<file path="src/hdl/hsv2rgb_pkg.sv">
// ----------------------------------------------------------------------------
// hsv2rgb_pkg
// Shared pixel types, hue sector codes and conversion constants.
// ----------------------------------------------------------------------------
package hsv2rgb_pkg;

	typedef struct packed {
		logic signed [15:0] hue;
		logic signed [15:0] saturation;
		logic signed [15:0] value_level;
		logic [7:0]         alpha;
	} hsv_pixel_t;

	typedef struct packed {
		logic [7:0] red;
		logic [7:0] green;
		logic [7:0] blue;
		logic [7:0] alpha_out;
	} rgb_pixel_t;

	// 60-degree hue sectors, named by the two primaries they span
	typedef enum logic [2:0] {
		SEC_RED_YEL = 3'd0,
		SEC_YEL_GRN = 3'd1,
		SEC_GRN_CYN = 3'd2,
		SEC_CYN_BLU = 3'd3,
		SEC_BLU_MAG = 3'd4,
		SEC_MAG_RED = 3'd5
	} sector_t;

	localparam int unsigned HUE_WRAP    = 360;
	localparam int unsigned SECTOR_DEG  = 60;
	// 92 * 360: lifts any 16-bit signed hue into a positive 17-bit value
	localparam int unsigned HUE_BIAS    = 33120;
	localparam int unsigned HUE_BIAS_W  = 17;
	// floor(2^24 / 360): quotient estimate is exact or one low
	localparam int unsigned RECIP_360   = 46603;
	localparam int unsigned RECIP_SHIFT = 24;
	localparam int unsigned PROD_W      = 32;
	localparam int unsigned QUOT_W      = 8;
	localparam int unsigned HUE_RAW_W   = 10;
	localparam int unsigned HUE_W       = 9;
	localparam int unsigned REM_W       = 6;

endpackage

</file>
<file path="src/hdl/hsv2rgb_front.sv">
// ----------------------------------------------------------------------------
// hsv2rgb_front
// Stages 1-3: clamp saturation and value, wrap hue into 0..359, split into
// sector and remainder.
// ----------------------------------------------------------------------------
module hsv2rgb_front import hsv2rgb_pkg::*; #(
	parameter int unsigned FRAC_BITS = 12
) (
	input  logic                 clk,
	input  logic                 arst_n,
	input  logic                 en,
	input  logic                 vld_in,
	input  hsv_pixel_t           pix_in,
	output logic                 vld_s3,
	output sector_t              sector_s3,
	output logic [REM_W-1:0]     rem_s3,
	output logic [FRAC_BITS:0]   sat_s3,
	output logic [FRAC_BITS:0]   val_s3,
	output logic [7:0]           alpha_s3
);

	localparam int unsigned ONE = 1 << FRAC_BITS;

	function automatic logic [FRAC_BITS:0] clamp_level(input logic [15:0] x);
		logic signed [16:0] xe;
		logic signed [16:0] one_e;
		xe    = $signed({x[15], x});
		one_e = $signed(17'(ONE));
		if (x[15]) begin
			clamp_level = '0;
		end else if (xe > one_e) begin
			clamp_level = (FRAC_BITS + 1)'(ONE);
		end else begin
			clamp_level = x[FRAC_BITS:0];
		end
	endfunction

	// stage 1
	logic                    vld_s1;
	logic [HUE_BIAS_W-1:0]   hue_s1;
	logic [PROD_W-1:0]       prod_s1;
	logic [FRAC_BITS:0]      sat_s1, val_s1;
	logic [7:0]              alpha_s1;
	logic [HUE_BIAS_W-1:0]   hue_c;
	logic [PROD_W-1:0]       prod_c;

	// stage 2
	logic                    vld_s2;
	logic [HUE_RAW_W-1:0]    hraw_s2;
	logic [FRAC_BITS:0]      sat_s2, val_s2;
	logic [7:0]              alpha_s2;
	logic [QUOT_W-1:0]       quot_c;
	logic [HUE_BIAS_W-1:0]   diff_c;

	// stage 3 inputs
	logic [HUE_W-1:0]        hw_c;
	logic [HUE_W-1:0]        base_c;
	sector_t                 sector_c;
	logic [HUE_W-1:0]        rem_c;

	assign hue_c  = HUE_BIAS_W'({pix_in.hue[15], pix_in.hue}) + HUE_BIAS_W'(HUE_BIAS);
	assign prod_c = PROD_W'(hue_c) * PROD_W'(RECIP_360);

	assign quot_c = prod_s1[RECIP_SHIFT +: QUOT_W];
	assign diff_c = hue_s1 - HUE_BIAS_W'(HUE_BIAS_W'(quot_c) * HUE_BIAS_W'(HUE_WRAP));

	// one correction step: the quotient estimate may be one low
	assign hw_c = (hraw_s2 >= HUE_RAW_W'(HUE_WRAP)) ?
		HUE_W'(hraw_s2 - HUE_RAW_W'(HUE_WRAP)) : HUE_W'(hraw_s2);

	always_comb begin
		priority if (hw_c < HUE_W'(SECTOR_DEG)) begin
			sector_c = SEC_RED_YEL;
			base_c   = '0;
		end else if (hw_c < HUE_W'(2 * SECTOR_DEG)) begin
			sector_c = SEC_YEL_GRN;
			base_c   = HUE_W'(SECTOR_DEG);
		end else if (hw_c < HUE_W'(3 * SECTOR_DEG)) begin
			sector_c = SEC_GRN_CYN;
			base_c   = HUE_W'(2 * SECTOR_DEG);
		end else if (hw_c < HUE_W'(4 * SECTOR_DEG)) begin
			sector_c = SEC_CYN_BLU;
			base_c   = HUE_W'(3 * SECTOR_DEG);
		end else if (hw_c < HUE_W'(5 * SECTOR_DEG)) begin
			sector_c = SEC_BLU_MAG;
			base_c   = HUE_W'(4 * SECTOR_DEG);
		end else begin
			sector_c = SEC_MAG_RED;
			base_c   = HUE_W'(5 * SECTOR_DEG);
		end
	end

	assign rem_c = hw_c - base_c;

	always_ff @(posedge clk or negedge arst_n) begin
		if (!arst_n) begin
			vld_s1 <= 1'b0;
			vld_s2 <= 1'b0;
			vld_s3 <= 1'b0;
		end else if (en) begin
			vld_s1 <= vld_in;
			vld_s2 <= vld_s1;
			vld_s3 <= vld_s2;
		end
	end

	always_ff @(posedge clk) begin
		if (en) begin
			hue_s1    <= hue_c;
			prod_s1   <= prod_c;
			sat_s1    <= clamp_level(pix_in.saturation);
			val_s1    <= clamp_level(pix_in.value_level);
			alpha_s1  <= pix_in.alpha;

			hraw_s2   <= HUE_RAW_W'(diff_c);
			sat_s2    <= sat_s1;
			val_s2    <= val_s1;
			alpha_s2  <= alpha_s1;

			sector_s3 <= sector_c;
			rem_s3    <= REM_W'(rem_c);
			sat_s3    <= sat_s2;
			val_s3    <= val_s2;
			alpha_s3  <= alpha_s2;
		end
	end

endmodule

</file>
<file path="src/hdl/hsv2rgb_level.sv">
// ----------------------------------------------------------------------------
// hsv2rgb_level
// Stages 4-5: form 1-S, 60-S*f and 60-S*(1-f) terms, then multiply by V.
// ----------------------------------------------------------------------------
module hsv2rgb_level import hsv2rgb_pkg::*; #(
	parameter int unsigned FRAC_BITS = 12
) (
	input  logic                        clk,
	input  logic                        arst_n,
	input  logic                        en,
	input  logic                        vld_s3,
	input  sector_t                     sector_s3,
	input  logic [REM_W-1:0]            rem_s3,
	input  logic [FRAC_BITS:0]          sat_s3,
	input  logic [FRAC_BITS:0]          val_s3,
	input  logic [7:0]                  alpha_s3,
	output logic                        vld_s5,
	output sector_t                     sector_s5,
	output logic [FRAC_BITS:0]          val_s5,
	output logic [7:0]                  alpha_s5,
	output logic [2*FRAC_BITS+1:0]      mp_s5,
	output logic [2*FRAC_BITS+6:0]      mq_s5,
	output logic [2*FRAC_BITS+6:0]      mt_s5
);

	localparam int unsigned LW  = FRAC_BITS + 1;
	localparam int unsigned XW  = FRAC_BITS + 6;
	localparam int unsigned MPW = 2 * LW;
	localparam int unsigned MQW = LW + XW;
	localparam int unsigned ONE = 1 << FRAC_BITS;
	localparam logic [XW-1:0] SIXTY_ONE = XW'(SECTOR_DEG * ONE);

	logic                 vld_s4;
	sector_t              sector_s4;
	logic [LW-1:0]        val_s4;
	logic [7:0]           alpha_s4;
	logic [LW-1:0]        comp_s4;
	logic [XW-1:0]        xq_s4, xt_s4;
	logic [XW-1:0]        sr_q_c, sr_t_c;

	assign sr_q_c = XW'(sat_s3) * XW'(rem_s3);
	assign sr_t_c = XW'(sat_s3) * (XW'(SECTOR_DEG) - XW'(rem_s3));

	always_ff @(posedge clk or negedge arst_n) begin
		if (!arst_n) begin
			vld_s4 <= 1'b0;
			vld_s5 <= 1'b0;
		end else if (en) begin
			vld_s4 <= vld_s3;
			vld_s5 <= vld_s4;
		end
	end

	always_ff @(posedge clk) begin
		if (en) begin
			sector_s4 <= sector_s3;
			val_s4    <= val_s3;
			alpha_s4  <= alpha_s3;
			comp_s4   <= LW'(ONE) - sat_s3;
			xq_s4     <= SIXTY_ONE - sr_q_c;
			xt_s4     <= SIXTY_ONE - sr_t_c;

			sector_s5 <= sector_s4;
			val_s5    <= val_s4;
			alpha_s5  <= alpha_s4;
			mp_s5     <= MPW'(val_s4) * MPW'(comp_s4);
			mq_s5     <= MQW'(val_s4) * MQW'(xq_s4);
			mt_s5     <= MQW'(val_s4) * MQW'(xt_s4);
		end
	end

endmodule

</file>
<file path="src/hdl/hsv2rgb_scale.sv">
// ----------------------------------------------------------------------------
// hsv2rgb_scale
// Stage 6: scale levels to bytes by constant shift-add, map sector to RGB.
// ----------------------------------------------------------------------------
module hsv2rgb_scale import hsv2rgb_pkg::*; #(
	parameter int unsigned FRAC_BITS = 12
) (
	input  logic                        clk,
	input  logic                        arst_n,
	input  logic                        en,
	input  logic                        vld_s5,
	input  sector_t                     sector_s5,
	input  logic [FRAC_BITS:0]          val_s5,
	input  logic [7:0]                  alpha_s5,
	input  logic [2*FRAC_BITS+1:0]      mp_s5,
	input  logic [2*FRAC_BITS+6:0]      mq_s5,
	input  logic [2*FRAC_BITS+6:0]      mt_s5,
	output logic                        vld_s6,
	output rgb_pixel_t                  pix_s6
);

	localparam int unsigned LW   = FRAC_BITS + 1;
	localparam int unsigned VSW  = LW + 8;
	localparam int unsigned PSW  = 2 * FRAC_BITS + 10;
	localparam int unsigned QSW  = 2 * FRAC_BITS + 12;

	// 255/60 = 17/4, so q and t levels scale by 17 and drop 2F+2 bits
	logic [VSW-1:0] v255_c;
	logic [PSW-1:0] p255_c;
	logic [QSW-1:0] q17_c, t17_c;
	logic [7:0]     bv_c, bp_c, bq_c, bt_c;
	rgb_pixel_t     pix_c;

	assign v255_c = VSW'({val_s5, 8'b0}) - VSW'(val_s5);
	assign p255_c = PSW'({mp_s5, 8'b0}) - PSW'(mp_s5);
	assign q17_c  = QSW'({mq_s5, 4'b0}) + QSW'(mq_s5);
	assign t17_c  = QSW'({mt_s5, 4'b0}) + QSW'(mt_s5);

	assign bv_c = v255_c[FRAC_BITS +: 8];
	assign bp_c = p255_c[2*FRAC_BITS +: 8];
	assign bq_c = q17_c[2*FRAC_BITS+2 +: 8];
	assign bt_c = t17_c[2*FRAC_BITS+2 +: 8];

	always_comb begin
		pix_c.alpha_out = alpha_s5;
		unique case (sector_s5)
			SEC_YEL_GRN: begin
				pix_c.red = bq_c; pix_c.green = bv_c; pix_c.blue = bp_c;
			end
			SEC_GRN_CYN: begin
				pix_c.red = bp_c; pix_c.green = bv_c; pix_c.blue = bt_c;
			end
			SEC_CYN_BLU: begin
				pix_c.red = bp_c; pix_c.green = bq_c; pix_c.blue = bv_c;
			end
			SEC_BLU_MAG: begin
				pix_c.red = bt_c; pix_c.green = bp_c; pix_c.blue = bv_c;
			end
			SEC_MAG_RED: begin
				pix_c.red = bv_c; pix_c.green = bp_c; pix_c.blue = bq_c;
			end
			default: begin
				pix_c.red = bv_c; pix_c.green = bt_c; pix_c.blue = bp_c;
			end
		endcase
	end

	always_ff @(posedge clk or negedge arst_n) begin
		if (!arst_n) begin
			vld_s6 <= 1'b0;
		end else if (en) begin
			vld_s6 <= vld_s5;
		end
	end

	always_ff @(posedge clk) begin
		if (en) begin
			pix_s6 <= pix_c;
		end
	end

endmodule

</file>
<file path="src/hdl/hsv_to_rgb_pixel_core.sv">
// Each accepted pixel passes stages s1 through s6; s6 is the output register.
// Throughput: one pixel per cycle; the six stages advance together whenever
// the output register is empty or its pixel is being taken.
// Reset: arst_n clears all stage valid bits at once; data registers keep
// whatever they hold and are ignored until a valid pixel reaches them.
// ----------------------------------------------------------------------------
// hsv_to_rgb_pixel_core
// HSV to RGB converter: hue wrapped modulo 360, saturation and value clamped
// to 0..1.0 in fixed point, each channel floor(255 * level), alpha copied.
// ----------------------------------------------------------------------------
module hsv_to_rgb_pixel_core import hsv2rgb_pkg::*; #(
	parameter int unsigned FRAC_BITS = 12
) (
	input  logic       clk,
	input  logic       arst_n,
	input  logic       in_valid,
	output logic       in_ready,
	input  hsv_pixel_t in_pixel,
	output logic       out_valid,
	input  logic       out_ready,
	output rgb_pixel_t out_pixel
);

	// Stage plan:
	//   s1  clamp S and V, bias hue positive, multiply by reciprocal of 360
	//   s2  hue minus quotient * 360 (raw remainder, 0..719)
	//   s3  correct remainder, split into sector and offset within sector
	//   s4  1-S and the two 60-S*k terms
	//   s5  multiply the three terms by V
	//   s6  constant scale to bytes, sector mux, output register

	// Advance the whole pipe when the output slot is free or being drained;
	// hold every stage otherwise, so a stall drops and repeats nothing.
	logic                     en;

	logic                     vld_s3;
	sector_t                  sector_s3;
	logic [REM_W-1:0]         rem_s3;
	logic [FRAC_BITS:0]       sat_s3, val_s3;
	logic [7:0]               alpha_s3;

	logic                     vld_s5;
	sector_t                  sector_s5;
	logic [FRAC_BITS:0]       val_s5;
	logic [7:0]               alpha_s5;
	logic [2*FRAC_BITS+1:0]   mp_s5;
	logic [2*FRAC_BITS+6:0]   mq_s5, mt_s5;

	assign en       = !out_valid || out_ready;
	assign in_ready = en;

	hsv2rgb_front #(
		.FRAC_BITS (FRAC_BITS)
	) u_front (
		.clk       (clk),
		.arst_n    (arst_n),
		.en        (en),
		.vld_in    (in_valid),
		.pix_in    (in_pixel),
		.vld_s3    (vld_s3),
		.sector_s3 (sector_s3),
		.rem_s3    (rem_s3),
		.sat_s3    (sat_s3),
		.val_s3    (val_s3),
		.alpha_s3  (alpha_s3)
	);

	hsv2rgb_level #(
		.FRAC_BITS (FRAC_BITS)
	) u_level (
		.clk       (clk),
		.arst_n    (arst_n),
		.en        (en),
		.vld_s3    (vld_s3),
		.sector_s3 (sector_s3),
		.rem_s3    (rem_s3),
		.sat_s3    (sat_s3),
		.val_s3    (val_s3),
		.alpha_s3  (alpha_s3),
		.vld_s5    (vld_s5),
		.sector_s5 (sector_s5),
		.val_s5    (val_s5),
		.alpha_s5  (alpha_s5),
		.mp_s5     (mp_s5),
		.mq_s5     (mq_s5),
		.mt_s5     (mt_s5)
	);

	// Final stage doubles as the output register.
	hsv2rgb_scale #(
		.FRAC_BITS (FRAC_BITS)
	) u_scale (
		.clk       (clk),
		.arst_n    (arst_n),
		.en        (en),
		.vld_s5    (vld_s5),
		.sector_s5 (sector_s5),
		.val_s5    (val_s5),
		.alpha_s5  (alpha_s5),
		.mp_s5     (mp_s5),
		.mq_s5     (mq_s5),
		.mt_s5     (mt_s5),
		.vld_s6    (out_valid),
		.pix_s6    (out_pixel)
	);

endmodule

</file>
<file path="config.mk">
export PLATFORM = sky130hd
export DESIGN_NAME = hsv_to_rgb_pixel_core
export DESIGN_NICKNAME = d
export VERILOG_FILES = /design/src/hdl/hsv2rgb_pkg.sv /design/src/hdl/hsv2rgb_front.sv /design/src/hdl/hsv2rgb_level.sv /design/src/hdl/hsv2rgb_scale.sv /design/src/hdl/hsv_to_rgb_pixel_core.sv
export SDC_FILE = /design/constraint.sdc
export NUM_CORES = 2
export LEC_CHECK = 0
export BUFFER_PORTS_ARGS = -buffer_cell sky130_fd_sc_hd__buf_2
export CAP_MARGIN = 20
export CORE_MARGIN = 8
export CORE_UTILIZATION = 30
export CTS_CLUSTER_SIZE = 8
export DETAILED_ROUTE_END_ITERATION = 10
export MAX_ROUTING_LAYER = met4
export PLACE_DENSITY = 0.45
export SLEW_MARGIN = 20
export SYNTH_ARGS = -nofsm -noshare
export SYNTH_HDL_FRONTEND = slang
export SYNTH_SLANG_ARGS = --single-unit
</file>
<file path="constraint.sdc">
create_clock -name clk -period 22.3 [get_ports clk]
set_input_delay 2.23 -clock clk [delete_from_list [all_inputs] [get_ports clk]]
set_output_delay 2.23 -clock clk [all_outputs]
set_load 0.03 [all_outputs]
</file>
==> qor.csv <==
stage,metric,value,unit
logic_synthesis,Simple-Gate Fraction of Synth Area,0.124,
placed_design,port bufs,93,
global_route,number of global-route vias before repair,32300,
clocking,Max Root-Sink Buffers,3,
logic_synthesis,post-synthesis xor/xnor area fraction,0.0380,
global_route,met2 GRT Util,0.226,
route,WL per Instance,17.1,um
worst_setup_path,Critical Path RT,22.67,ns
route,DRT Wirelength,113000,um
logic_synthesis,post-synth top area cell,fa_1,
worst_setup_path,crit path kind,primary input to flip-flop,
global_route,GRT overflow,0,
floorplan,Core ar.,0.152,sq mm
global_route,largest net degree at the start of global routing,178,
global_route,All-Layer GR Usage,0.142,
finish,most frequent cells in the layout,"inv_1 (981), fa_1 (686), nand2_1 (547), ha_1 (524), edfxtp_1 (353)",
timing,RSZ-0062 raised after global routing,no,
logic_synthesis,post-synth top area share,0.299,
clocking,CTS HTree Levels,2,
route,total number of vias,29800,
route,Initial DRC Count,1305,
timing,final hold vios,0,
clocking,Worst-Skew Late Latency,0.66,ns
logic_synthesis,mapped cell area,0.0459,sq mm
global_route,met1 usage,0.195,
timing,max-slew violation count,0,
timing,setup_tns,0,ns
finish,Area Growth Syn to Fin,9.09,%
clocking,Post-CTS Hold Buffers,0,
route,Final ANT Viol Nets,0,
timing,fin crit share,0.363,
global_route,first-pass GRT wire length,182000,um
finish,"commonest non-fill, non-tap cell in the layout",inv_1,
logic_synthesis,Post-Synth Adder-Cell Area,0.443,
clocking,number of buffers created by CTS,52,
clocking,post-CTS setup repair buffer count,0,
route,# DRC,0,
logic_synthesis,top post-synthesis cells by area,"fa_1 (30%), edfxtp_1 (23%), ha_1 (14%)",
floorplan,I/O Pins,94,
finish,multi-input logic area,0.0308,sq mm
clocking,Root Buffer,clkbuf_16,
global_route,met3 global-route usage,0.0154,
floorplan,initial cell density of the core,0.302,
logic_synthesis,combinational family with the most area after synthesis,adder cells,
timing,Final Setup Violations,0,
logic_synthesis,synthesis-stage register bit count,359,
timing,maximum clock rate,123,MHz
floorplan,Rows,143,
logic_synthesis,sequential area share after synthesis,0.234,
placed_design,gpl congestion,0.835,
finish,fillers,15600,
floorplan,Die Span X,407,um
clocking,cells resized by post-CTS repair,0,
worst_setup_path,CP arrival,8.47,ns
finish,share of layout cells above drive strength 1,0.0506,
route,Pre-antenna DRT Iters,5,
logic_synthesis,mux cell area share after synthesis,0.00538,
logic_synthesis,"EDFF count, synth",353,
logic_synthesis,"Distinct cells, synth",90,
logic_synthesis,Syn Nets,5793,
logic_synthesis,Synth Flop Type,edfxtp_1,
worst_setup_path,CP Capture Type,flip-flop,
logic_synthesis,compound-gate portion of the synthesized area,0.0621,
logic_synthesis,Synth Instances,4523,
worst_setup_path,Startpoint Class,primary input,
clocking,CTS tree,done,
finish,Total Nets Final,5818,
route,drt via density,4.52,
placed_design,dpl hpwl,86500,um
global_route,initial antenna violation count,3,
timing,clock skew after layout,0.0381,ns
logic_synthesis,Synth async-reset ratio,0.0167,
logic_synthesis,Synth warnings,0,
run,Max Cap Viol,0,
outcome,status,completed,
finish,FF+latch area,0.0108,sq mm
floorplan,Die Y,407,um
logic_synthesis,Mapped Avg Cell Area,10.1,sq um
timing,crit path time final,8.10,ns
global_route,gr busiest metal,met2,
worst_setup_path,Critical Path Fanout Max,5,
floorplan,DIE AREA,0.166,sq mm
clocking,clock sinks,359,
timing,Worst slew margin,0.202,
worst_hold_path,Hold Path Class,flip-flop to flip-flop,
clocking,"Clk pin slew, worst setup/hold paths",0.06,ns
timing,worst slew pin tran,1.19,ns
-- per-stage QoR --
step	setup slack, ns	util	cells	hold slack (ns)	area (sq um)
after floorplan	7.81	-	4523	0.400	45900
after global routing	13.80	0.329	6596	0.407	50000
after detailed placement	13.55	0.320	6524	0.405	48500
final	14.20	0.329	6596	0.405	50000
after CTS	14.23	0.329	6595	0.400	50000
after global placement	13.60	0.320	6524	0.401	48500
-- synthesized netlist by cell type (all sizes together), types with 9 or more instances --
cell type	count
xor2	53
and3	16
o31ai	9
nand2b	13
a31oi	17
nor2	106
nand4	11
clkbuf	153
and2	344
a21o	55
a21oi	111
mux2	11
inv	982
fa	686
nor3	36
nor4	13
nand2	547
ha	524
or3	12
nand3	31
o21bai	20
nor2b	14
o21a	28
a211oi	23
mux2i	10
o21ai	84
xnor2	146
edfxtp	353
-- flip-flops by register name, indices dropped and copies added, names as in the netlist, 8 cells and up --
name / flops
u_front.alpha_s1: 8
u_front.alpha_s2: 8
u_front.alpha_s3: 8
u_front.hraw_s2: 10
u_front.hue_s1: 9
u_front.prod_s1: 8
u_front.sat_s1: 13
u_front.sat_s2: 13
u_front.sat_s3: 13
u_front.val_s1: 13
u_front.val_s2: 13
u_front.val_s3: 13
u_level.alpha_s4: 8
u_level.alpha_s5: 8
u_level.comp_s4: 13
u_level.mp_s5: 26
u_level.mq_s5: 30
u_level.mt_s5: 31
u_level.val_s4: 13
u_level.val_s5: 13
u_level.xq_s4: 17
u_level.xt_s4: 18
u_scale.pix_s6: 32
-- area by class of cell --
cell class              count  share of cell area
clock inverters             6             0.00218
diodes                      1           0.0000500
clock buffers              65              0.0272
repair buffers            127              0.0147
multi-input cells        3025               0.616
well taps                2030              0.0508
flip-flops and latches    359               0.215
inverters                 983              0.0738
-- layer usage --
metal	part of all wire	routed length [um]	vias up
li1	-	-	14300
met1	0.49	54900	15000
met2	0.46	51400	419
met3	0.032	3580	118
met4	0.025	2820	0
met5	0	0	-
-- final timing paths --
kind                                        startpoint                             to  slack (ns)  depth (start not counted)
setup / recovery                          in_pixel[45]  u_front.prod_s1[30]$_DFFE_PP_       14.20                         27
min in group asynchronous                       arst_n     u_level.vld_s4$_DFFE_PN0P_        1.43                          1
max in group asynchronous                       arst_n     u_front.vld_s2$_DFFE_PN0P_       20.73                          1
hold reg to reg            u_front.val_s3[0]$_DFFE_PP_    u_level.val_s4[0]$_DFFE_PP_        0.40                          0
setup reg to reg           u_level.val_s4[8]$_DFFE_PP_    u_level.mq_s5[30]$_DFFE_PP_       15.11                         21
hold / removal             u_front.val_s3[0]$_DFFE_PP_    u_level.val_s4[0]$_DFFE_PP_        0.40                          0
-- cells by family after synthesis --
group                      after synthesis
DFF                                    359
and+or+nand+nor                       1171
AOI/OAI and AO/OA                      422
muxes                                   22
adders and majority gates             1211
xor gates and xnor gates               199
buffers and inverters                 1139
-- worst max-delay path: stages --
cell     delay, ns
buf_2         0.13
inv_1         0.13
ha_1          0.26
inv_1         0.10
a21oi_1       0.11
xnor2_1       0.44
ha_1          0.38
fa_1          0.46
fa_1          0.50
inv_1         0.05
fa_1          0.47
inv_1         0.05
fa_1          0.47
inv_1         0.05
fa_1          0.48
inv_1         0.04
ha_1          0.16
a21o_1        0.17
a21o_1        0.18
a21o_1        0.17
a221o_1       0.31
a21oi_1       0.14
o21ai_0       0.18
a41o_1        0.36
nor4_1        0.20
nor3_1        0.12
xnor2_1       0.13
Power is left out: the tool's default activity adds up to more than one toggle a clock period on the data nets, which glitch-free logic cannot reach.
